### config.mk
export PLATFORM = sky130hd
export DESIGN_NAME = gcdd_scale
export DESIGN_NICKNAME = d
export VERILOG_FILES = /design/src/sv/gcdd_pkg.sv /design/src/sv/gcdd_scale.sv
export SDC_FILE = /design/constraint.sdc
export NUM_CORES = 2
export LEC_CHECK = 0
export BUFFER_PORTS_ARGS = -buffer_cell sky130_fd_sc_hd__buf_4
export CAP_MARGIN = 20
export CORE_AREA = 2 2 232 462
export DETAILED_ROUTE_END_ITERATION = 8
export DIE_AREA = 0 0 234 464
export SLEW_MARGIN = 20
export SYNTH_ARGS = -nofsm -noshare
export SYNTH_HDL_FRONTEND = slang
export SYNTH_SLANG_ARGS = --single-unit
export TNS_END_PERCENT = 30
### constraint.sdc
create_clock -name clk -period 11.2 [get_ports clk]
set_clock_uncertainty 0.15 [all_clocks]
set_input_delay 2.24 -clock clk [delete_from_list [all_inputs] [get_ports clk]]
set_output_delay 2.24 -clock clk [all_outputs]
set_load 0.02 [all_outputs]
### src/sv/gcdd_pkg.sv
// Shared types and constants of the grid central-difference derivative block.
package gcdd_pkg;

	localparam int CFG_INDEX_W        = 3;
	localparam int CFG_DATA_W         = 32;
	localparam int ROW_W              = 16;
	localparam int COL_OUT_W          = 10;
	localparam int VALUE_W            = 32;
	localparam int GAIN_W             = 32;
	localparam int GAIN_FRAC          = 16;
	localparam int ROW_LENGTH_FIELD_W = 11;
	localparam int MIN_DIM            = 3;

	localparam logic [GAIN_W-1:0] GAIN_RESET = 32'h0001_0000;

	typedef enum logic [CFG_INDEX_W-1:0] {
		REG_AXIS_SELECT = 3'd0,
		REG_DERIV_ORDER = 3'd1,
		REG_ROW_LENGTH  = 3'd2,
		REG_ROW_COUNT   = 3'd3,
		REG_STEP_GAIN   = 3'd4
	} cfg_reg_t;

	// Settled configuration as seen by the datapath
	typedef struct packed {
		logic                     axis;
		logic                     order;
		logic signed [GAIN_W-1:0] gain;
		logic                     len3;
		logic                     cnt3;
		logic [ROW_W-1:0]         last_row;
	} cfg_t;

	// One result to send: either the freshly computed value or a held one
	typedef struct packed {
		logic                 valid;
		logic                 held;
		logic [ROW_W-1:0]     row;
		logic [COL_OUT_W-1:0] col;
	} slot_t;

	// What one accepted sample produces, worked out at acceptance
	typedef struct packed {
		logic  axis;
		slot_t a;
		slot_t b;
		logic  hold_x;
		logic  hold_y;
	} plan_t;

endpackage

### src/sv/gcdd_scale.sv
// Difference, gain multiply, Q16 shift and 32-bit saturation, three stages.
module gcdd_scale #(
	parameter int SAMPLE_BITS = 24
) (
	input  logic                                 clk,
	input  logic                                 advance,
	input  logic                                 order,
	input  logic signed [gcdd_pkg::GAIN_W-1:0]   gain,
	input  logic signed [SAMPLE_BITS-1:0]        nxt,
	input  logic signed [SAMPLE_BITS-1:0]        ctr,
	input  logic signed [SAMPLE_BITS-1:0]        bfr,
	output logic signed [gcdd_pkg::VALUE_W-1:0]  value
);
	localparam int VALUE_W = gcdd_pkg::VALUE_W;
	localparam int DIFF_W  = SAMPLE_BITS + 3;
	localparam int PROD_W  = DIFF_W + gcdd_pkg::GAIN_W;
	localparam int SHIFT_W = (PROD_W - gcdd_pkg::GAIN_FRAC > VALUE_W) ?
		(PROD_W - gcdd_pkg::GAIN_FRAC) : (VALUE_W + 1);
	localparam logic signed [SHIFT_W-1:0] SAT_HI =
		{{(SHIFT_W - VALUE_W + 1){1'b0}}, {(VALUE_W - 1){1'b1}}};
	localparam logic signed [SHIFT_W-1:0] SAT_LO =
		{{(SHIFT_W - VALUE_W + 1){1'b1}}, {(VALUE_W - 1){1'b0}}};

	logic signed [DIFF_W-1:0]  diff_d;
	logic signed [DIFF_W-1:0]  diff_s2;
	logic signed [PROD_W-1:0]  prod_s3;
	logic signed [SHIFT_W-1:0] shifted;
	logic signed [VALUE_W-1:0] sat;
	logic signed [VALUE_W-1:0] value_s4;

	// First or second central difference
	always_comb begin
		if (order) diff_d = DIFF_W'(nxt) + DIFF_W'(bfr) - (DIFF_W'(ctr) <<< 1);
		else diff_d = DIFF_W'(nxt) - DIFF_W'(bfr);
	end

	// Floor shift and clamp to the result range
	always_comb begin
		shifted = SHIFT_W'(prod_s3 >>> gcdd_pkg::GAIN_FRAC);
		if (shifted > SAT_HI) sat = VALUE_W'(SAT_HI);
		else if (shifted < SAT_LO) sat = VALUE_W'(SAT_LO);
		else sat = VALUE_W'(shifted);
	end

	always_ff @(posedge clk) begin
		if (advance) begin
			diff_s2  <= diff_d;
			prod_s3  <= PROD_W'(diff_s2) * PROD_W'(gain);
			value_s4 <= sat;
		end
	end

	assign value = value_s4;

endmodule

Yosys cells after proc, flatten, opt, wreduce, memory -nomap -nowiden
Cells that the tools add are included.

Bits in registers: 118. Logic and storage cells: 11.

Add/subtract/negate cells: 3. $mul: 1. $lt $le $gt $ge: 2. Muxes and demuxes: 2.

Operators with widths (number): multiplier 27 x 32 -> 59 bit (1); greater-than comparator 43 x 32 -> 1 bit (second input constant) (1); < comparator 43 x 32 -> 1 bit (second input constant) (1); two-way mux 32 bit (1); two-way mux 27 bit (1); subtractor 25 x 25 -> 26 bit (1); adder 24 x 24 -> 25 bit (1); subtractor 24 x 24 -> 25 bit (1).

Longest topological paths before layout
Depth in word-level cells: 3. Mapped depth: 29.

Least setup slack after synthesis
Ideal clock, no wire load.

Kind: input to register. Start: input gain[31] in the netlist's numbering. End: register prod_s3[57] (data pin). Library setup time: 257 ps. Arrival time: 8644 ps. Required time: 10793 ps. Path slack: 2149 ps. Stages: 23. Buffers on the path: 1. Cells stage by stage: clkbuf_1 > nand2_1 > inv_1 > fa_1 > fa_1 > fa_1 > ha_1 > inv_1 > fa_1 > inv_1 > fa_1 > fa_1 > ha_1 > a21oi_1 > o21bai_1 > a21oi_1 > nand2_1 > a21oi_1 > nor2b_1 > o21ai_0 > o211ai_2 > and2_1 > xor2_1.

Cells in the longest elaborated chain, start to end: 1.

RTL lines: start, declared (line gcdd_scale.sv:8) `input logic signed [gcdd_pkg::GAIN_W-1:0] gain,`; multiplier 27 x 32 -> 59 bit (line gcdd_scale.sv:48) `prod_s3 <= PROD_W'(diff_s2) * PROD_W'(gain);`; end signal, assigned (line gcdd_scale.sv:48); end, declared (line gcdd_scale.sv:26) `logic signed [PROD_W-1:0] prod_s3;`.

Every way passes these cells. A chain may end at the register's enable or synchronous reset.

Worst setup path after layout
Start: input gain[31] in the netlist's numbering. End: register prod_s3[58] (data pin).

The elaborated chain is that of the path after synthesis.

==> impl_metrics.json <==
{
  "die_w_um": 234,
  "vias": 26170,
  "viasPerCell": 4.950,
  "max_clock_freq_ghz": 0.1045,
  "regToRegSetupSlack_ps": 2690,
  "drive_above_1_share_pct": 5.172,
  "synthArstFlopShare_pct": 0,
  "dp_hpwl_um": 88810,
  "port_buffers": 138,
  "worstHoldStart": "prod_s3[32]",
  "post_cts_resized": 0,
  "clock-sinks": 101,
  "synth_area_leaders": "fa_1 (50%), inv_1 (11%), edfxtp_1 (8.3%), ha_1 (7.2%), and2_1 (6.4%)",
  "relSlewSlack_pct": 33.49,
  "worst_setup_path_end_kind": "flop",
  "synth_top_area_share_pct": 50.02,
  "dp.cells": 5269,
  "syn_nets": 5136,
  "fillers": 10590,
  "avgRoutedWirePerCell_um": 20.78,
  "yosys.area.top_type": "fa_1",
  "synth_flop_cell": "edfxtp_1",
  "numCtsBuffers": 9,
  "rr_worst_depth": 26,
  "fin_crit_sh_pct": 85.40,
  "grt_pass1_wl_um": 170500,
  "cp.arrival_ps": 9590,
  "synth.distinct_cells": 55,
  "place_area_um2": 38870,
  "cts.reportedPaths.clkPinSlew_ps": 90,
  "antenna_found_initial": 3,
  "grt_pass1_vias": 30550,
  "r2r-start": "diff_s2[1]",
  "cts_buffer_depth": 2,
  "seq_area_frac_synth_pct": 8.319,
  "required_ps": 11230,
  "final-seq-area_um2": 3033,
  "nNetsFinal": 5149,
  "grt-ovfl-total": 0,
  "drv_slew": 0,
  "hold_path_class": "flop to flop",
  "cts-hold-fix-buffers": 0,
  "max_cap_viol_count": 0,
  "tritoncts": "built",
  "grt_usage_pct": 21.39,
  "cts_root_buffer": "clkbuf_16",
  "ios": 139,
  "grt_max_degree": 56,
  "rows": 168,
  "ys.warnings.count": 0,
  "fin_cells": 5286,
  "tightest_slew_ps": 997.6,
  "postCtsSetupBuffers": 0,
  "fin_crit_ps": 9565,
  "critPathMaxFanout": 27,
  "startpoint": "gain[31]",
  "startpoint_type": "primary input",
  "drc": 0,
  "fp.dieH_um": 464,
  "ant_nets": 0,
  "hold_viol_final": 0,
  "dr.pass1.iters": 5,
  "tns_ps": 0,
  "areaGrowthSynthToFinish_pct": 7.451,
  "critPathKind": "primary input to flop",
  "multiInputGateArea_um2": 28780,
  "syn_area_per_cell_um2": 9.332,
  "crit_end": "prod_s3[58]",
  "rsz0062_at_grt": "false",
  "start_util_pct": 34.76,
  "status": "completed",
  "die_area_um2": 108600,
  "synth-seq-cells": 101,
  "core-area_um2": 104900,
  "synth_area_um2": 36460,
  "clk-insertion-delay-late_ps": 440,
  "setup_viol": 0,
  "drt_iter0_markers": 1068,
  "synth_edf_count": 101,
  "drt_wl_total_um": 109800,
  "synth_cells": 3907,
  "htree_levels": 3,
  "gp_congestion": 0.9276,
  "fin_area_um2": 39180,
  "r2r_end": "prod_s3[28]"
}
## Yosys cell counts (3+ instances only)
cell / instances
a21o_1: 37
nand2_1: 520
a31oi_1: 11
a211o_1: 4
mux2i_1: 3
nor2_1: 71
nor4_1: 5
nor3_1: 11
o21ai_1: 6
xor2_1: 35
a21oi_1: 83
edfxtp_1: 101
o21a_1: 49
and3_1: 6
nand3_1: 15
o31ai_1: 6
a211oi_1: 9
fa_1: 911
o21ai_0: 50
nand4_1: 10
clkbuf_1: 168
ha_1: 211
buf_1: 3
or3_1: 7
and2_1: 375
nand2b_1: 13
xnor2_1: 61
o21bai_1: 9
nor2b_1: 11
inv_1: 1074
## per-layer routing
metal / part of all wire [%] / global-route usage, % / vias to the layer above / wire (µm)
met3: 3.7 / 2.471 / 404 / 4034
met2: 57 / 41.47 / 755 / 62070
met1: 31 / 19.59 / 13710 / 33790
met5: 0.025 / 0 / - / 27
met4: 9.0 / 16.61 / 4 / 9922
li1: - / - / 11290 / -
## critical path: stages
cell and delay (ps):
buf_4 210, nand2_1 200, inv_1 90, fa_1 710
fa_1 620, fa_1 610, ha_1 620, inv_1 450
fa_1 630, inv_1 60, fa_1 550, fa_1 440
ha_1 370, a21oi_1 150, o21bai_1 70, a21oi_1 270
nand2_1 80, a21oi_1 140, nor2b_1 90, o21ai_0 500
o211ai_2 140, a31oi_1 240, xnor2_1 80
## state kept, by name, summed over array words and instances, names as in the netlist
signal / flops
prod_s3: 43
value: 32
diff_s2: 26
## through the flow
| step | worst slack [ps] | hold slack [ps] | util (%) |
|---|---|---|---|
| 3_3_place_gp | 1206 | 369.7 | 37.03 |
| 5_1_grt | 1120 | 401.9 | 37.35 |
| 3_5_place_dp | 1137 | 369.4 | 37.05 |
| 2_1_floorplan | 2149 | 360.0 | - |
| 6_report | 1635 | 375.2 | 37.35 |
| 4_1_cts | 1606 | 379.2 | 37.35 |
## how the worst min path moves through the flow
stage | to | slack (ps) | cells past startpoint
6_report | value[16] | 380 | 1
5_1_grt | value[16] | 400 | 1
4_1_cts | value[16] | 380 | 1
3_5_place_dp | value[16] | 370 | 1
3_3_place_gp | value[14] | 370 | 1
2_1_floorplan | value[0] | 360 | 1
## cell type report
| type | instances | share of cell area, % |
|---|---|---|
| clock buffer | 9 | 0.5749 |
| multi-input combinational | 2561 | 73.47 |
| inverter | 1074 | 10.29 |
| timing repair buffer | 173 | 3.366 |
| antenna | 1 | 0.006388 |
| tap | 1360 | 4.344 |
| sequential | 101 | 7.742 |
| clock inverter | 7 | 0.2076 |
## layout by cell type, fill, tap and decap left out, types with 3 or more instances in the layout
cell type,count
a211o_1,4
a211oi_1,9
a21o_1,37
a21oi_1,83
a31oi_1,10
and2_1,375
and3_1,6
buf_4,172
clkbuf_16,9
edfxtp_1,101
fa_1,911
ha_1,211
inv_1,1074
mux2i_1,3
nand2_1,520
nand2b_1,13
nand3_1,15
nand4_1,10
nor2_1,71
nor2b_1,11
nor3_1,11
nor4_1,5
o21a_1,49
o21ai_0,50
o21ai_1,6
o21bai_1,9
o31ai_1,5
o31ai_4,3
or3_1,7
xnor2_1,61
xor2_1,35
## kinds of logic after synthesis
group,count (synthesis),share of synthesized area (%)
compound gates,292,5.350
xor+xnor,96,2.306
fa+ha+maj,1122,57.26
buf+inv,1245,12.82
flops,101,8.319
mux,4,0.1133
simple gates,1047,13.83
Power is not shown: default switching activity piles up to over one toggle a cycle in this logic, so the estimate is an artifact.
