File: config.mk
export PLATFORM = sky130hd
export DESIGN_NAME = gcdd_cfg
export DESIGN_NICKNAME = d
export VERILOG_FILES = /design/src/sv/gcdd_pkg.sv /design/src/sv/gcdd_cfg.sv
export SDC_FILE = /design/constraint.sdc
export NUM_CORES = 1
export LEC_CHECK = 0
export ABC_AREA = 1
export BUFFER_PORTS_ARGS = -buffer_cell sky130_fd_sc_hd__buf_2
export CAP_MARGIN = 10
export CELL_PAD_IN_SITES_DETAIL_PLACEMENT = 1
export CELL_PAD_IN_SITES_GLOBAL_PLACEMENT = 2
export CORE_MARGIN = 2
export CORE_UTILIZATION = 30
export CTS_BUF_LIST = sky130_fd_sc_hd__clkbuf_2 sky130_fd_sc_hd__clkbuf_4 sky130_fd_sc_hd__clkbuf_8
export CTS_CLUSTER_DIAMETER = 80
export DETAILED_ROUTE_END_ITERATION = 16
export PLACE_DENSITY = 0.8
export SLEW_MARGIN = 20
export SYNTH_ARGS = -nofsm -noshare
export SYNTH_HDL_FRONTEND = slang
export SYNTH_SLANG_ARGS = --single-unit
export TNS_END_PERCENT = 20
File: constraint.sdc
create_clock -name clk -period 1.1 [get_ports clk]
set_clock_uncertainty 0.15 [all_clocks]
set_input_delay 0.165 -clock clk [delete_from_list [all_inputs] [get_ports clk]]
set_output_delay 0.165 -clock clk [all_outputs]
set_load 0.005 [all_outputs]
File: src/sv/gcdd_pkg.sv
// Shared types and constants of the grid central-difference derivative block.
package gcdd_pkg;

	localparam int CFG_INDEX_W        = 3;
	localparam int CFG_DATA_W         = 32;
	localparam int ROW_W              = 16;
	localparam int COL_OUT_W          = 10;
	localparam int VALUE_W            = 32;
	localparam int GAIN_W             = 32;
	localparam int GAIN_FRAC          = 16;
	localparam int ROW_LENGTH_FIELD_W = 11;
	localparam int MIN_DIM            = 3;

	localparam logic [GAIN_W-1:0] GAIN_RESET = 32'h0001_0000;

	typedef enum logic [CFG_INDEX_W-1:0] {
		REG_AXIS_SELECT = 3'd0,
		REG_DERIV_ORDER = 3'd1,
		REG_ROW_LENGTH  = 3'd2,
		REG_ROW_COUNT   = 3'd3,
		REG_STEP_GAIN   = 3'd4
	} cfg_reg_t;

	// Settled configuration as seen by the datapath
	typedef struct packed {
		logic                     axis;
		logic                     order;
		logic signed [GAIN_W-1:0] gain;
		logic                     len3;
		logic                     cnt3;
		logic [ROW_W-1:0]         last_row;
	} cfg_t;

	// One result to send: either the freshly computed value or a held one
	typedef struct packed {
		logic                 valid;
		logic                 held;
		logic [ROW_W-1:0]     row;
		logic [COL_OUT_W-1:0] col;
	} slot_t;

	// What one accepted sample produces, worked out at acceptance
	typedef struct packed {
		logic  axis;
		slot_t a;
		slot_t b;
		logic  hold_x;
		logic  hold_y;
	} plan_t;

endpackage

File: src/sv/gcdd_cfg.sv
// Configuration registers with clamping and frame restart request.
module gcdd_cfg #(
	parameter int MAX_ROW_LENGTH = 1024,
	parameter int COL_W          = 10
) (
	input  logic                                clk,
	input  logic                                arst_n,
	input  logic                                cfg_we,
	input  logic [gcdd_pkg::CFG_INDEX_W-1:0]    cfg_index,
	input  logic [gcdd_pkg::CFG_DATA_W-1:0]     cfg_data,
	output gcdd_pkg::cfg_t                      cfg,
	output logic [COL_W-1:0]                    last_col,
	output logic                                restart
);
	localparam int ROW_W   = gcdd_pkg::ROW_W;
	localparam int GAIN_W  = gcdd_pkg::GAIN_W;
	localparam int FIELD_W = gcdd_pkg::ROW_LENGTH_FIELD_W;
	localparam int MIN_DIM = gcdd_pkg::MIN_DIM;

	logic                     axis_q;
	logic                     order_q;
	logic signed [GAIN_W-1:0] gain_q;
	logic                     len3_q;
	logic                     cnt3_q;
	logic [ROW_W-1:0]         last_row_q;
	logic [COL_W-1:0]         last_col_q;
	logic [31:0]              len_c;
	logic [ROW_W-1:0]         cnt_c;

	// Clamp the written dimensions
	always_comb begin
		len_c = 32'(cfg_data[FIELD_W-1:0]);
		if (len_c < 32'(MIN_DIM)) len_c = 32'(MIN_DIM);
		if (len_c > 32'(MAX_ROW_LENGTH)) len_c = 32'(MAX_ROW_LENGTH);
		cnt_c = cfg_data[ROW_W-1:0];
		if (cnt_c < ROW_W'(MIN_DIM)) cnt_c = ROW_W'(MIN_DIM);
	end

	// Any write to a frame geometry or mode register restarts the frame
	always_comb begin
		case (cfg_index)
			gcdd_pkg::REG_AXIS_SELECT,
			gcdd_pkg::REG_DERIV_ORDER,
			gcdd_pkg::REG_ROW_LENGTH,
			gcdd_pkg::REG_ROW_COUNT: restart = cfg_we;
			default: restart = 1'b0;
		endcase
	end

	// Register file
	always_ff @(posedge clk or negedge arst_n) begin
		if (!arst_n) begin
			axis_q     <= 1'b0;
			order_q    <= 1'b0;
			gain_q     <= gcdd_pkg::GAIN_RESET;
			len3_q     <= 1'b1;
			cnt3_q     <= 1'b1;
			last_row_q <= ROW_W'(MIN_DIM - 1);
			last_col_q <= COL_W'(MIN_DIM - 1);
		end else if (cfg_we) begin
			case (cfg_index)
				gcdd_pkg::REG_AXIS_SELECT: axis_q <= cfg_data[0];
				gcdd_pkg::REG_DERIV_ORDER: order_q <= cfg_data[0];
				gcdd_pkg::REG_ROW_LENGTH: begin
					last_col_q <= COL_W'(len_c - 32'd1);
					len3_q     <= (len_c == 32'(MIN_DIM));
				end
				gcdd_pkg::REG_ROW_COUNT: begin
					last_row_q <= cnt_c - ROW_W'(1);
					cnt3_q     <= (cnt_c == ROW_W'(MIN_DIM));
				end
				gcdd_pkg::REG_STEP_GAIN: gain_q <= cfg_data[GAIN_W-1:0];
				default: ;
			endcase
		end
	end

	always_comb begin
		cfg.axis     = axis_q;
		cfg.order    = order_q;
		cfg.gain     = gain_q;
		cfg.len3     = len3_q;
		cfg.cnt3     = cnt3_q;
		cfg.last_row = last_row_q;
	end

	assign last_col = last_col_q;

endmodule

# == Word-level counts from Yosys, hierarchy flattened ==
# Cells that the tools add are included.
# Widths: inputs -> output; s select.
# classes
reduce_logical,7
addsub,2
n_eq_ne,6
magnitude_cmp,3
n_mux,4
# ops
cell,n
$gt 32x11->1 const B,1
$mux 11,2
$eq 16x2->1 const B,1
$lt 16x2->1 const B,1
$mux 16,1
$sub 16x1->16 const B,1
$eq 11x2->1 const B,1
$lt 11x2->1 const B,1
$reduce_and 2->1,5
$sub 10x1->10 const B,1
$eq 3x2->1 const B,2
$reduce_or 4->1,1
$eq 3x1->1 const B,1
$eq 3x3->1 const B,1
$logic_not 3->1,1
$mux 1,1
# totals
register_bits,62
elab_cells,29
inputBits,38
out_inout_bits,63

# == Logic depth before layout (Yosys ltp) ==
# depth
word_depth,5
depth_mapped,15
ltp_nobuf,14

# == Least setup slack after synthesis ==
# No wires, ideal clock.
# synth_path
path_type,input port to flip-flop
from,input port cfg_data[4] (netlist name)
to,register last_row_q[14]
setup_time_ns,0.083
path_buffers,1
required_ns,0.867
path_stages,15
slack_ns,-0.758
arrival_time_ns,1.626
path_cell_list,buf_4 > nor2_2 > nand2_1 > nor2_1 > nand2_1 > nand2_1 > inv_1 > ha_1 > nand2_1 > nor2_1 > nand2_1 > nor2_1 > nand3_1 > xor2_1 > o21ai_0
# synth_via
elab_chain_len,3
# synth_lines
element,line,text
from (decl),gcdd_cfg.sv:10,"input logic [gcdd_pkg::CFG_DATA_W-1:0] cfg_data,"
$lt 16x2->1,gcdd_cfg.sv:36,if (cnt_c < ROW_W'(MIN_DIM)) cnt_c = ROW_W'(MIN_DIM);
$mux 16 (*),gcdd_cfg.sv:36,
$sub 16x1->16 (*),gcdd_cfg.sv:69,last_row_q <= cnt_c - ROW_W'(1);
to (signal assigned),gcdd_cfg.sv:58,last_row_q <= ROW_W'(MIN_DIM - 1);
to (signal assigned),gcdd_cfg.sv:69,
to (decl),gcdd_cfg.sv:25,logic [ROW_W-1:0] last_row_q;
# Mark *: on every way between the ends. The rest lies on a longest branch, timed or not.
# A chain may end at the register's enable or synchronous reset.

# == Worst setup path after layout ==
# layout_path
from,input port cfg_data[13] (netlist name)
to,register last_row_q[10]
# layout_via
elab_chain_len,3
# layout_lines
element,line
$lt 16x2->1,gcdd_cfg.sv:36
$mux 16,gcdd_cfg.sv:36
$sub 16x1->16,gcdd_cfg.sv:69
# Every way passes these cells.

==> summary.md <==
| Metric | Value |
|---|---|
| Status | `complete, but fails checks` |
| Failing checks | `negative setup slack` |
| DP HPWL | `around 7600 microns` |
| Final setup violation count | `89` |
| Pin count of the biggest net entering global routing | `between 60 and 70` |
| Via Count | `3,352` |
| Die width | `105.2 microns` |
| Port Buf Inserts | `100` |
| Met1 Usage GRT | `a little over a quarter` |
| Post-synth cell types | `35` |
| H-tree levels | `3` |
| Max Slew Vio Count | `0` |
| Total die area | `11,060 sq um` |
| Kind of end point of the critical path | `register` |
| Top delay family on crit path | `simple AND/OR/NAND/NOR gates` |
| Critical path required time | `between 1 and 1.5 ns` |
| Max Root-Sink Buffers | `2` |
| Final hold violations | `0` |
| DR iter-0 viols | `between 100 and 150` |
| Root Buffer | `clkbuf_8` |
| Relative slew slack | `between 70% and 80%` |
| Synthesized area | `~3000 sq um` |
| TritonCTS clock tree | `done` |
| Fin crit period | `about 1.5 ns` |
| Worst Setup Start Kind | `input pin` |
| Vias in the first global route | `roughly 3,700` |
| Area contributors post-synth | `dfrtp_1, nand2_1, mux2_2, o21ai_0, dfstp_2` |
| Layout Utilization | `between 50% and 60%` |
| Synth area leader | `dfrtp_1` |
| Post-synthesis sequential area ratio | `approximately half` |
| Slew @ Worst Pin | `0.3662 ns` |
| Max stage delay on crit path | `about 0.17 ns` |
| Max frequency | `0.6559 GHz` |
| RSZ-0062 raised after global routing | `true` |
| Number of synthesized flops with an enable pin | `0` |
| Share of layout cells above drive strength 1 | `58.04%` |
| WHS | `0.01905 ns` |
| Gr usage total | `roughly 23%` |
| First-pass GRT wire length | `around 19,000 microns` |
| #FFs+latches synth | `62` |
| Synthesized Nets | `383` |
| Tcrit/Tclk final | `138.6%` |
| Final Net Count | `about 600` |
| Post-synth ARST share | `100.0%` |
| Routability congestion estimate | `~0.9` |
| Post-Syn Area per Cell | `~9.0 sq um` |
| Row count | `36` |
| Area of the core | `9864 sq um` |
| CP max FO | `3` |
| HP Class | `in -> reg` |
| Critical path class | `in -> reg` |
| ANT cells | `0` |
| Leakage power | `2.694 nW` |
| Max-cap violation count | `0` |
| Post-synth top cells | `nand2_1, dfrtp_1, o21ai_0` |
| GRT met2 Usage | `41.01%` |
| Clock transition at path regs | `0.07 ns` |
| GRT met3 Usage | `4.304%` |
| Max VDD drop | `0.0005875 V` |
| Via density | `slightly below 5` |
| Crit-path cells | `buf_8 > nor2_4 > nand2_2 > nor2_4 > nand2_2 > nand2_2 > inv_2 > ha_4 > nand2_4 > nor2_4 > nand2_2 > nor2_4 > buf_6 > xor2_1 > o21ai_1` |
| Initial antenna violation count | `0` |
| DRC Markers | `0` |
| Post-synth top area share | `between 40 and 50%` |
| Post-synth top flop | `dfrtp_1` |
| Buf/Inv on CP | `3` |
| DRT antenna net count | `0` |
| CP Data Arrival Time | `1.63 ns` |
| GRT Max-Usage Layer | `met2` |
| Grt ovf | `0` |
| First drt pass iteration count | `4` |
| Drt wl/cell | `between 15 and 20 microns` |
| Ys Warns | `0` |
| Drt total wl | `~13,000 microns` |
| Setup slack after layout | `-0.4247 ns` |
| Post-Syn Instances | `~340` |
| Power Density | `between 1000 and 1500 nW/um^2` |
| Sink Count | `62` |
| CTS Buf Count | `9` |
| Worst skew pair latency | `~0.33 ns` |
| IO Count | `~100` |
| Top-count cell post-synth | `nand2_1` |
| Initial Util | `31.14%` |
| Die height | `105.2 microns` |
| Slowest CP cell | `ha_4` |
| Synthesis-to-finish area growth | `76.37%` |
state kept, by name, indices dropped and copies added, names as in the netlist:
name,flops
axis_q,1
cnt3_q,1
gain_q,32
last_col,10
last_row_q,16
len3_q,1
order_q,1
layer usage:
metal	share of wire, %	vias to the layer above	wire length (microns)
met4	3.4	0	431
met3	5.2	36	653
met5	0	-	0
li1	-	1544	-
met2	51	125	6430
met1	41	1647	5157
tightest hold or removal path, stage by stage:
cell and delay [ns]:
buf_6 0.08, buf_4 0.11, nand3_1 0.07, nand2_1 0.05
cell families after synthesis:
group	share of synthesized area, %
flip-flops	50.71
multiplexers	6.966
adder cells (fa/ha/maj)	1.629
buffers and inverters	7.006
XOR/XNOR	2.566
AND/OR/NAND/NOR	21.87
AO/OA/AOI/OAI	9.247
cell type report:
class,instances,area (sq um)
Tap cell,133,166.4
Fill cell,1124,4447
Sequential cell,62,1558
Clock inverter,4,47.55
Clock buffer,11,145.1
Multi-Input combinational cell,233,1680
Inverter,31,132.6
Timing Repair Buffer,219,1688
what timing repair did:
action | 4_1_cts | 5_1_grt
cloned | 1 | 0
hold buffers | 18 | 0
setup endpoints to repair | 89 | 113
gates resized for setup | 114 | 30
pin swaps | 49 | 31
setup buffers | 18 | 11
hold endpoints to repair | 80 | 0
cell usage in the layout (no fill, tap or decap), drive strengths merged, types with 11 or more instances in the layout:
cell | Yosys | routed
buf | 11 | 201
clkbuf | 5 | 11
dfrtp | 57 | 57
dlygate4sd3 | 0 | 18
inv | 31 | 30
mux2 | 19 | 19
nand2 | 90 | 91
nand3 | 18 | 18
nor2 | 29 | 29
o21ai | 36 | 36
where the power goes:
group          internal (W)  leakage [nW]  switching (W)
Combinational       0.00103          1.84       0.000941
Sequential          0.00274         0.754       0.000244
Clock               0.00112        0.0986       0.000952
Total               0.00489          2.69        0.00214
through the flow:
stage | instances | TNS [ns] | total power [W] | setup slack, ns | area, sq um
2_1_floorplan | 341 | -14.23 | 0.003662 | -0.6475 | 3144
3_3_place_gp | 632 | -24.58 | 0.004549 | -0.7741 | 4307
3_5_place_dp | 632 | -27.35 | 0.004623 | -0.9269 | 4307
4_1_cts | 683 | -10.56 | 0.006939 | -0.3108 | 5206
5_1_grt | 693 | -16.37 | 0.007422 | -0.5041 | 5418
6_report | 693 | -11.95 | 0.007029 | -0.4247 | 5418
final timing paths:
check	to	start	cells past startpoint	slack [ns]
hold reg to reg	gain_q[4]	gain_q[4]	2	0.33
max in group asynchronous	last_col[1]	arst_n	3	0.26
setup / recovery	last_row_q[10]	cfg_data[13]	15	-0.42
setup reg to reg	cnt3_q	cnt3_q	2	0.07
hold / removal	last_row_q[15]	cfg_data[15]	4	0.02
min in group asynchronous	last_row_q[5]	arst_n	3	0.23
Note: power is estimated with default switching activity, not from simulation.
