$ cat config.mk
export PLATFORM = sky130hd
export DESIGN_NAME = gcdd_seq
export DESIGN_NICKNAME = d
export VERILOG_FILES = /design/src/sv/gcdd_pkg.sv /design/src/sv/gcdd_seq.sv
export SDC_FILE = /design/constraint.sdc
export NUM_CORES = 1
export LEC_CHECK = 0
export BUFFER_PORTS_ARGS = -buffer_cell sky130_fd_sc_hd__buf_2
export CAP_MARGIN = 10
export CORE_MARGIN = 2
export CORE_UTILIZATION = 55
export CTS_CLUSTER_DIAMETER = 100
export DETAILED_ROUTE_END_ITERATION = 10
export PLACE_DENSITY = 0.95
export SYNTH_ARGS = -nofsm -noshare
export SYNTH_HDL_FRONTEND = slang
export SYNTH_SLANG_ARGS = --single-unit
$ cat constraint.sdc
create_clock -name clk -period 7.09 [get_ports clk]
set_input_delay 0.3545 -clock clk [delete_from_list [all_inputs] [get_ports clk]]
set_output_delay 0.3545 -clock clk [all_outputs]
set_load 0.03 [all_outputs]
$ cat src/sv/gcdd_pkg.sv
// Shared types and constants of the grid central-difference derivative block.
package gcdd_pkg;

	localparam int CFG_INDEX_W        = 3;
	localparam int CFG_DATA_W         = 32;
	localparam int ROW_W              = 16;
	localparam int COL_OUT_W          = 10;
	localparam int VALUE_W            = 32;
	localparam int GAIN_W             = 32;
	localparam int GAIN_FRAC          = 16;
	localparam int ROW_LENGTH_FIELD_W = 11;
	localparam int MIN_DIM            = 3;

	localparam logic [GAIN_W-1:0] GAIN_RESET = 32'h0001_0000;

	typedef enum logic [CFG_INDEX_W-1:0] {
		REG_AXIS_SELECT = 3'd0,
		REG_DERIV_ORDER = 3'd1,
		REG_ROW_LENGTH  = 3'd2,
		REG_ROW_COUNT   = 3'd3,
		REG_STEP_GAIN   = 3'd4
	} cfg_reg_t;

	// Settled configuration as seen by the datapath
	typedef struct packed {
		logic                     axis;
		logic                     order;
		logic signed [GAIN_W-1:0] gain;
		logic                     len3;
		logic                     cnt3;
		logic [ROW_W-1:0]         last_row;
	} cfg_t;

	// One result to send: either the freshly computed value or a held one
	typedef struct packed {
		logic                 valid;
		logic                 held;
		logic [ROW_W-1:0]     row;
		logic [COL_OUT_W-1:0] col;
	} slot_t;

	// What one accepted sample produces, worked out at acceptance
	typedef struct packed {
		logic  axis;
		slot_t a;
		slot_t b;
		logic  hold_x;
		logic  hold_y;
	} plan_t;

endpackage

$ cat src/sv/gcdd_seq.sv
// Raster position tracking and per-sample result planning.
module gcdd_seq #(
	parameter int COL_W = 10
) (
	input  logic                clk,
	input  logic                arst_n,
	input  logic                accept,
	input  logic                restart,
	input  gcdd_pkg::cfg_t      cfg,
	input  logic [COL_W-1:0]    last_col,
	output logic [COL_W-1:0]    col,
	output gcdd_pkg::plan_t     plan
);
	localparam int ROW_W     = gcdd_pkg::ROW_W;
	localparam int COL_OUT_W = gcdd_pkg::COL_OUT_W;

	logic [COL_W-1:0]     col_q;
	logic [ROW_W-1:0]     row_q;
	logic                 hx_pend_q;
	logic [ROW_W-1:0]     hx_row_q;
	logic                 frame_done_q;

	logic [COL_OUT_W-1:0] col10;
	logic [COL_OUT_W-1:0] col10_m1;
	logic                 col_last;
	logic                 row_last;
	logic                 comp;
	logic                 first;
	logic                 at_end;
	logic                 dim3;
	logic                 held;
	logic                 hold;
	gcdd_pkg::slot_t      e0;
	gcdd_pkg::slot_t      e1;
	gcdd_pkg::slot_t      e2;
	gcdd_pkg::slot_t      eh;

	function automatic gcdd_pkg::slot_t mk_slot(input logic is_held,
		input logic [ROW_W-1:0] r, input logic [COL_OUT_W-1:0] c);
		gcdd_pkg::slot_t s;
		s.valid = 1'b1;
		s.held  = is_held;
		s.row   = r;
		s.col   = c;
		return s;
	endfunction

	// Decide which results this position emits and in what order
	always_comb begin
		col10    = COL_OUT_W'(col_q);
		col10_m1 = COL_OUT_W'(col_q - COL_W'(1));
		col_last = (col_q == last_col);
		row_last = (row_q == cfg.last_row);
		if (cfg.axis) begin
			comp   = (row_q >= ROW_W'(2));
			first  = (row_q == ROW_W'(2));
			at_end = row_last;
			dim3   = cfg.cnt3;
			held   = (row_q == '0) && frame_done_q;
			e0     = mk_slot(1'b0, '0, col10);
			e1     = mk_slot(1'b0, row_q - ROW_W'(1), col10);
			e2     = mk_slot(1'b0, row_q, col10);
			eh     = mk_slot(1'b1, ROW_W'(2), col10);
		end else begin
			comp   = (col_q >= COL_W'(2));
			first  = (col_q == COL_W'(2));
			at_end = col_last;
			dim3   = cfg.len3;
			held   = hx_pend_q;
			e0     = mk_slot(1'b0, row_q, '0);
			e1     = mk_slot(1'b0, row_q, col10_m1);
			e2     = mk_slot(1'b0, row_q, col10);
			eh     = mk_slot(1'b1, hx_row_q, COL_OUT_W'(2));
		end
		hold = comp && at_end && dim3;

		plan.axis = cfg.axis;
		if (held) plan.a = eh;
		else if (comp) plan.a = first ? e0 : e1;
		else plan.a = '0;

		if (comp && first) plan.b = e1;
		else if (comp && at_end && !dim3) plan.b = e2;
		else plan.b = '0;

		plan.hold_x = hold && !cfg.axis;
		plan.hold_y = hold && cfg.axis;
	end

	// Advance the raster position and the held-result bookkeeping
	always_ff @(posedge clk or negedge arst_n) begin
		if (!arst_n) begin
			col_q        <= '0;
			row_q        <= '0;
			hx_pend_q    <= 1'b0;
			hx_row_q     <= '0;
			frame_done_q <= 1'b0;
		end else if (restart) begin
			col_q        <= '0;
			row_q        <= '0;
			hx_pend_q    <= 1'b0;
			frame_done_q <= 1'b0;
		end else if (accept) begin
			hx_pend_q <= plan.hold_x;
			if (plan.hold_x) hx_row_q <= row_q;
			if (col_last) begin
				col_q <= '0;
				if (row_last) begin
					row_q <= '0;
					if (cfg.axis && cfg.cnt3) frame_done_q <= 1'b1;
				end else begin
					row_q <= row_q + ROW_W'(1);
				end
			end else begin
				col_q <= col_q + COL_W'(1);
			end
		end
	end

	assign col = col_q;

endmodule

After elaboration in Yosys (flattened, before gate mapping). Index checks and enable logic that the tools add are counted.

Output and inout port bits: 69. Bits in registers: 44. Input port bits: 66. Word-level logic and storage cells: 61.

Reduce and logical (&&, ||, !) cells: 18. Mux-type cells: 27. $add $sub $neg: 4. Equality and inequality tests: 4. Bitwise operators: 1. $lt $le $gt $ge: 2.

Operators by type and width (number): 2-to-1 mux 28 bit (5); 2-to-1 mux 26 bit (3); 2-to-1 mux 16 bit (4); 2-to-1 mux 10 bit (3); adder 16 x 1 -> 16 bit (second input constant) (1); equality test 16 bit (1); equality test 16 x 2 -> 1 bit (second input constant) (1); >= comparator 16 x 2 -> 1 bit (second input constant) (1); logical NOT 16 bit (1); subtractor 16 x 1 -> 16 bit (second input constant) (1); 2-to-1 mux 1 bit (12); adder 10 x 1 -> 10 bit (second input constant) (1); equality test 10 bit (1); equality test 10 x 2 -> 1 bit (second input constant) (1); >= comparator 10 x 2 -> 1 bit (second input constant) (1); subtractor 10 x 1 -> 10 bit (second input constant) (1); logical AND 1 bit (8); nonzero test 2 bit (4); AND reduction 4 bit (1); AND reduction 3 bit (1); logical NOT 1 bit (2); AND reduction 2 bit (1); NOT 1 bit (1).

Depth between registers and ports, before layout. Gate-level depths: netlist (run 1).

Word-level depth: 7. Gate-level depth with buffers: 9. Mapped depth without buffers: 8.

Least setup slack after synthesis (run 1). OpenSTA, ideal clock, no wires.

Kind: register to output. From: register col_q[0], in the netlist col[0]. To: output port plan[44] (netlist bit). Arrival time: 2726 ps. Path buffers: 1. Stages on the path, launching flop included: 10. Data required time: 6735 ps. Slack: 4009 ps. Path through: dfrtp_1 > inv_1 > ha_1 > or4_4 > nor3_2 > or3_1 > a21oi_1 > nand2_1 > buf_4 > o21ai_0.

RTL lines: start, declared (RTL line gcdd_seq.sv:17) `logic [COL_W-1:0] col_q;`; start signal, assigned (RTL line gcdd_seq.sv:115) `col_q <= col_q + COL_W'(1);`; end, declared (RTL line gcdd_seq.sv:12) `output gcdd_pkg::plan_t plan`.

==> results by stage, run 1 <==
Status:
- The flow ran to the end, and the final reports show no timing, DRC or antenna violations.

Global route:
- The first global-routing pass estimated 18300 um of wire.
- The number of global-route vias before repair is 3869.
- For this run, the total global-route usage over all layers was measured as 0.297.
- The total grt overflow is 0.
- Entering global routing, the biggest net connects between 40 and 50 pins.
- The number of antenna violations at the first check in global routing was 0.

Route:
- The average wire length per cell after detail routing is between 15 and 20 um.
- Once detail routing completed, the nets flagged for antenna violations numbered 0.
- The via density per instance is 6.25.
- Summed over all layers, the routed wires come to 11500 um.
- The via count is between 4000 and 5000.
- After the first detailed-routing iteration, the DRC count stood at 306.
- The first detailed-routing pass took 5 iterations.
- The number of remaining DRC errors is 0.

Final layout:
- Counting the fill cells in the layout gives 611.
- The antenna diode count is 0.
- At the end of the flow, the number of nets in the layout was roughly 630.
- The ratio of cells with drive above 1 in the final layout is 0.249.
- Measured on the finished design, the core utilization comes to 0.642.
- The area growth from synthesis to layout is 12.6%.
- Once layout is done, the placed cells without fillers occupy 4390 sq um.

Setup path:
- The family with the most delay on the worst path is compound AO/OA/AOI/OAI gates.
- The worst setup path is launched from a register.
- Tracing the worst setup path back leads to its startpoint at row_q[4].
- STA classifies the critical path endpoint as an output pin.
- The reg-to-reg startpoint is col[3].
- Of all nets on the critical path, the largest fanout is 24.
- Together, buffers and inverters on the worst path number 2.
- Traced cell by cell, the critical path runs through nor3_1 -> and4_1 -> a31oi_1 -> o311a_2 -> inv_1 -> o311a_1 -> buf_2.
- At the worst endpoint, the required time is about 6.7 ns.
- The critical path start-end classification is register to output pin.
- The slowest stage cell on the critical path is sky130_fd_sc_hd__a31oi_1.
- The largest single stage delay on the critical path is a little under 0.9 ns.
- Data on the critical path arrives at its endpoint at around 3.6 ns.

Power:
- The leakage power is between 2 and 2.5 nW.
- Dividing total power by cell area gives a power density of between 100 and 150 nW/um^2.
- The maximum vdd drop is 64.8 uV.

STA:
- On the final layout, the worst clock skew is 0.00673 ns.
- In the finished design, the share of the clock period the worst path needs comes to 0.554.
- After routing, the total negative slack on setup checks comes to 0 ns.
- Setup repair after global routing left no endpoint under its margin.
- The number of endpoints with negative hold slack in the final report was 0.
- The achievable frequency is between 0.2 and 0.3 GHz.
- The final count of negative-setup-slack endpoints is 0.
- The final period demand of the worst path is around 3.9 ns.
- The final number of max-transition violations came to 0.
- Hold timing on the final database bottoms out at a slack of 0.211 ns.
- The worst relative slew slack is 0.190.
- For the pin with the worst max-slew slack, the measured transition is 1.21 ns.

CTS:
- Gates resized during post-CTS repair numbered 0.
- The clock sink total is 44.
- The maximum buffer depth of the clock tree is 2.
- The post-CTS setup repair buffer count is 0.
- The level count of the clock H-tree is 2.
- The tree is rooted in a sky130_fd_sc_hd__clkbuf_8.
- The worst-skew pair later-pin latency is 0.31 ns.
- TritonCTS created 5 clock buffers.
- The hold buffer count at CTS is 0.
- The CTS tree is yes.
- Clock-pin slew was measured on the worst setup and hold paths at 0.09 ns.

Min path:
- The worst hold-check path type is input pin to async pin.

Job:
- Max-cap violations in this run came to 0.

Die:
- The die footprint is around 7800 sq um.
- The area of the placeable core is 6830 sq um.
- The vertical die dimension is 88.2 um.
- From left edge to right edge, the die measures 88.2 um.
- Pin placement for this block handled 135 I/O pins.
- For this configuration, the core starts out at a cell density of 0.571.
- In this run the core area contains 30 standard-cell rows.

Placed design:
- Buffers placed on the I/O ports in this run total 100.
- At the end of routability-driven placement, the weighted congestion stood at 0.932.
- Once placement finished, the instance area stood at between 4000 and 5000 sq um.
- The HPWL after detailed placement is approximately 8000 um.

Logic synthesis:
- The synthesized design contains between 40 and 50 register bits.
- The dominant register cell in the synthesized netlist is sky130_fd_sc_hd__dfrtp_1.
- The sequential-to-total area share from yosys stat is 0.282.
- The number of nets handed over by synthesis was roughly 570.
- The synthesis warning total is 0.
- The leading cell type by number of instances after synthesis is sky130_fd_sc_hd__nor2_1.
- Ranked by instance count, the synthesized netlist is headed by sky130_fd_sc_hd__nor2_1 (76), sky130_fd_sc_hd__dfrtp_1 (44), sky130_fd_sc_hd__nand2_1 (36), sky130_fd_sc_hd__xnor2_1 (36), sky130_fd_sc_hd__o21ai_0 (32).
- The dominant cell type by area after synthesis is sky130_fd_sc_hd__dfrtp_1.
- The mean cell area of the mapped netlist is 7.89 sq um.
- The area share of the largest cell type after synthesis is 0.282.
- After synthesis, the share of flip-flops with an asynchronous set or reset is 1.00.
- By area the synthesized netlist is led by sky130_fd_sc_hd__dfrtp_1 (28%), sky130_fd_sc_hd__xnor2_1 (8.1%), sky130_fd_sc_hd__nor2_1 (7.3%), sky130_fd_sc_hd__o21ai_0 (4.1%), sky130_fd_sc_hd__mux2_2 (3.8%).
- The number of synthesized flops with an enable pin is 0.
- The post-synthesis instance area is a little under 4000 sq um.
- The synthesized netlist cell count is 494.
- In this run, distinct cell masters in the synthesized netlist total 63.
worst reg2reg max path: stages, from the launching register on:
cell and delay, ns:
sky130_fd_sc_hd__dfrtp_1 0.65, sky130_fd_sc_hd__xnor2_1 0.17, sky130_fd_sc_hd__nand4_1 0.14, sky130_fd_sc_hd__nor2_1 0.23, sky130_fd_sc_hd__nand2_2 0.17, sky130_fd_sc_hd__nor4_4 0.97, sky130_fd_sc_hd__mux2_2 0.44
final timing paths:
check,to,cells after the start,slack [ns]
max,plan[8],7,3.16
min in group clk,hx_pend_q,2,0.40
min,col[4],1,0.21
max reg2reg,hx_row_q[12],6,4.20
max in group asynchronous,hx_row_q[3],1,6.26
min reg2reg,hx_row_q[15],1,0.50
power breakdown:
group	internal [mW]	switching, mW	leakage (nW)
Sequential	0.251	0.00260	0.614
Combinational	0.0368	0.0710	1.49
Clock	0.0706	0.0915	0.0424
cells in the final DEF, fill, tap and decap left out, drive strengths merged, types with 2 or more instances in the layout:
master / n
nor2: 77
nor3b: 6
inv: 11
o21a: 2
a21oi: 13
mux2: 18
o311a: 2
nand3: 19
nand2b: 5
or4: 4
a221o: 2
a21boi: 2
and2: 2
and4: 3
dfrtp: 44
ha: 9
or2: 4
a211oi: 4
a211o: 2
and3: 12
nand2: 37
o21ai: 35
nor4b: 4
xor2: 9
a21o: 8
a22o: 14
clkbuf: 7
nand4: 13
a31oi: 4
nor3: 22
buf: 100
xnor2: 36
nor2b: 4
or3: 6
nor4: 8
stage by stage:
step	std cells	power [mW]	worst slack (ns)
2_1_floorplan	494	0.333	4.01
3_3_place_gp	647	0.363	3.69
3_5_place_dp	647	0.365	3.63
4_1_cts	655	0.521	3.28
5_1_grt	655	0.543	2.97
6_report	655	0.524	3.16
flip-flops by register name, indices dropped and copies added (netlist names):
name,cells
row_q,16
col,10
frame_done_q,1
hx_pend_q,1
hx_row_q,16
area by class of cell:
cell class                      count  area, sq um  share of cell area
Sequential cell                    44         1100               0.251
Tap cell                           96          120              0.0274
Timing Repair Buffer              100          500               0.114
Inverter                           11         41.3             0.00941
Clock buffer                        7         76.3              0.0174
Clock inverter                      1         8.76             0.00200
Multi-Input combinational cell    396         2540               0.579
cell families after synthesis:
kind of cell | share of synthesized area
buffers and inverters | 0.0658
other | 0.000962
muxes | 0.0520
xor gates and xnor gates | 0.101
DFF | 0.282
and+or+nand+nor | 0.304
AOI/OAI and AO/OA | 0.165
adders and majority gates | 0.0289
layer usage:
metal,up-vias,GRT usage,part of all wire
met1,1900,0.368,0.39
met4,0,0.125,0.027
met5,-,0,0
met2,298,0.511,0.48
met3,39,0.0481,0.11
li1,1858,-,-
(Power assumes the default switching activity.)
==> inputs of run 2 (changes only) <==
CORE_UTILIZATION = 51   (was 55)
PLACE_DENSITY = 0.93   (was 0.95)
clock period = 3.8 ns   (was 7.09 ns; I/O delays follow)
==> run 2 against run 1 <==
Cell area rose by 1.2%. Cell count rose by 1.2%. Sequential power rose by 87%. Worst hold slack got worse by 0.15 ns. Global-route usage fell by 1.5 points. Via count rose by 1.2%. Clock power rose by 100%. Register-to-register slack got worse by 3.0 ns. Sequential share of layout area fell by 0.30 points. Non-clock buffer count rose by 5. Routed wire length rose by 3.6%. Critical path type unchanged. Critical endpoint is now plan[50].
==> results by stage, run 2 (synthesis gave the netlist of run 1 again) <==
STA:
- Based on the critical path, the design can be clocked at up to 0.288 GHz.
- Setup repair after global routing left no endpoint under its margin.
- After layout, the minimum clock period comes to 3.48 ns.
- The final number of max-transition violations is 0.
- At the pin with the least slew margin, the transition time is 1.04 ns.
- Setup slack on the critical path of the routed design comes to ~0.32 ns.
- In this run the tightest slew margin relative to its limit is 0.306.
- The number of endpoints with negative hold slack in the final report was 0.
- Dividing the final minimum period by the clock period gives 0.915.
- The accumulated negative setup slack is 0 ns.
- Between clock sinks in the finished design, the worst skew comes to ~0.0095 ns.
- The final count of negative-setup-slack endpoints is 0.

Min path:
- The path class of the tightest hold or removal check is input pin to async pin.

CTS:
- The clock tree synthesis step divided the H-tree into 2 levels.
- The hold buffer count at CTS is 0.
- The clock passes through at most 2 buffers.
- The clock sink total is 44.
- In this run the post-CTS setup repair buffer count came out at 0.
- The later pin in the worst-skew pair is clocked with a latency of 0.31 ns.
- TritonCTS built the clock tree.
- After clock tree synthesis, the clock-pin slew on the worst setup and hold paths is approximately 0.090 ns.
- The number of buffers added by the clock tree synthesis step is 5.
- The post-cts resize count is 0.
- Clock tree synthesis selected as its root buffer the cell sky130_fd_sc_hd__clkbuf_8.

Setup path:
- STA puts the critical path data arrival time at approximately 3.3 ns.
- Along the worst path, the maximum fanout reaches 11.
- In this run the critical register-to-register path is captured at row_q[13].
- The critical path start-end classification is register to output pin.
- The reg-to-reg startpoint is col[3].
- The critical path goes through inv_1 -> ha_1 -> or4_4 -> nor3_2 -> or3_1 -> a21oi_1 -> nand2_1 -> o21ai_0 -> buf_2.
- The worst setup path is launched from a register.
- For the worst setup path, the data required time is around 3.6 ns.
- The worst setup path is captured at an output pin.
- On the worst path, the slowest cell contributes a delay of roughly 0.52 ns.
- For flop-to-flop paths, the worst setup slack is between 1 and 1.5 ns.
- The cell count of the worst reg-to-reg path is 6.
- The slowest stage cell on the critical path is sky130_fd_sc_hd__dfrtp_1.

Final layout:
- For this run, the post-layout net count is 638.
- 0 antenna diodes ended up in the layout.
- The commonest non-fill, non-tap cell in the layout is sky130_fd_sc_hd__buf_2.
- Summing all non-filler instances in the final layout gives an area of 4440 sq um.
- Leaving out filler cells and counting taps, the final layout contains 663.
- The number of filler instances in the final layout is about 640.
- Compared with the post-synthesis result, the final layout area differs by 13.9%.
- The library cells used most frequently in the layout, excluding fill and tap cells, are sky130_fd_sc_hd__buf_2 (100), sky130_fd_sc_hd__nor2_1 (76), sky130_fd_sc_hd__dfrtp_1 (44), sky130_fd_sc_hd__nand2_1 (36), sky130_fd_sc_hd__xnor2_1 (36).
- In the final layout, the share of cells above drive strength 1 is 0.259.

Power:
- Dividing total power by cell area gives a power density of ~230 nW/um^2.
- Summing internal, switching and leakage power gives 1.01 mW.
- The analysis attributes to net switching a power of 0.320 mW.
- The part of the total power dissipated in sequential elements is 0.470.
- The internal power of the cells is 0.688 mW.
- The net switching share of the total power is 0.318.
- Of the total power, combinational logic draws 0.203.
- The analysis attributes to cell leakage a power of 2.18 nW.
- The maximum vdd drop is about 180 uV.
- The clock group share of total power is 0.327.

Placed design:
- The number of I/O port buffers is 100.
- The number of placed cells counting well taps is 655.
- The post-detailed-placement cell area is 4350 sq um.
- The HPWL after detailed placement is between 8000 and 9000 um.
- The worst setup slack after placement is between 0.7 and 0.8 ns.
- At the end of routability-driven placement, the weighted congestion stood at 0.965.

Global route:
- Summed over all layers, the global routing overflow is 0.
- The number of global-route vias before repair was 3949.
- The pin count of the biggest net entering global routing is 45.
- The number of antenna violations at the first check in global routing is 0.
- The first global-routing pass estimated 19500 um of wire.
- In the global route stage, overall resource usage came out at 0.282.

Die:
- The initial utilization of the core area, before any placement, comes to 0.532.
- In this run the core area contains 31 standard-cell rows.
- The die footprint is 8360 sq um.
- The die extent in x is 91.4 um.
- From bottom edge to top edge, the die measures approximately 91 um.
- The area of the placeable core is 7330 sq um.
- about 140 I/O pins were placed.

Route:
- Once detail routing completed, the nets flagged for antenna violations numbered 0.
- For this run, design rule violations remaining after detail routing come to 0.
- Across all layers, the routed design uses 4146 vias.
- After detailed routing, the number of vias per cell comes to between 6 and 7.
- The number of iterations in the first detailed-routing pass is 5.
- The routed design has approximately 12000 um of wire.
- The average wire length per cell after detail routing is 18.0 um.
- The detailed router's first-iteration violation count is 319.

Status:
- The run finished with clean final reports.

Job:
- The tool flagged a number of max-cap violations equal to 0.
==> run 2: power by group through the flow <==
stage / Sequential (mW) / Combinational, mW / Clock [mW]
4_1_cts: 0.474 / 0.203 / 0.327
3_3_place_gp: 0.483 / 0.195 / 0
5_1_grt: 0.474 / 0.224 / 0.341
2_1_floorplan: 0.485 / 0.136 / 0
3_5_place_dp: 0.483 / 0.202 / 0
6_report: 0.474 / 0.205 / 0.329
==> run 2: stage by stage <==
stage	util	hold slack, ns
6_report	0.606	0.0607
5_1_grt	0.606	0.160
4_1_cts	0.606	0.0924
3_5_place_dp	0.593	0.416
3_3_place_gp	0.593	0.392
2_1_floorplan	-	-0.106
==> run 2: metal layers <==
metal  wire length (um)  up-vias  track usage  part of all wire
li1                   -     1874            -                 -
met2               5740      292        0.493              0.48
met5                  0        -            0                 0
met1               4790     1949        0.367              0.40
met4                195        0       0.0783             0.016
met3               1190       31       0.0315              0.10
==> run 2: worst max path at each step <==
stage	start	end	slack, ns
3_3_place_gp	col[0]	plan[50]	0.80
4_1_cts	col[0]	plan[50]	0.39
2_1_floorplan	col[0]	plan[44]	0.88
6_report	col[0]	plan[50]	0.32
5_1_grt	col[0]	plan[47]	0.12
3_5_place_dp	col[0]	plan[50]	0.74
==> run 2: area by class of cell <==
cell class	instances	area (sq um)	share of cell area
flip-flops and latches	44	1100	0.248
multi-input cells	396	2540	0.572
clock inverters	2	13.8	0.00310
inverters	11	41.3	0.00930
repair buffers	105	538	0.121
well taps	99	124	0.0279
clock buffers	6	82.6	0.0186
==> run 2: worst max-delay path: cells and delay by family (launching register included) <==
kind	cells	cell delay [ns]
AND/OR/NAND/NOR	4	0.94
AO/OA/AOI/OAI	2	0.84
flip-flops	1	0.52
buffers and inverters	2	0.46
adder cells (fa/ha/maj)	1	0.22
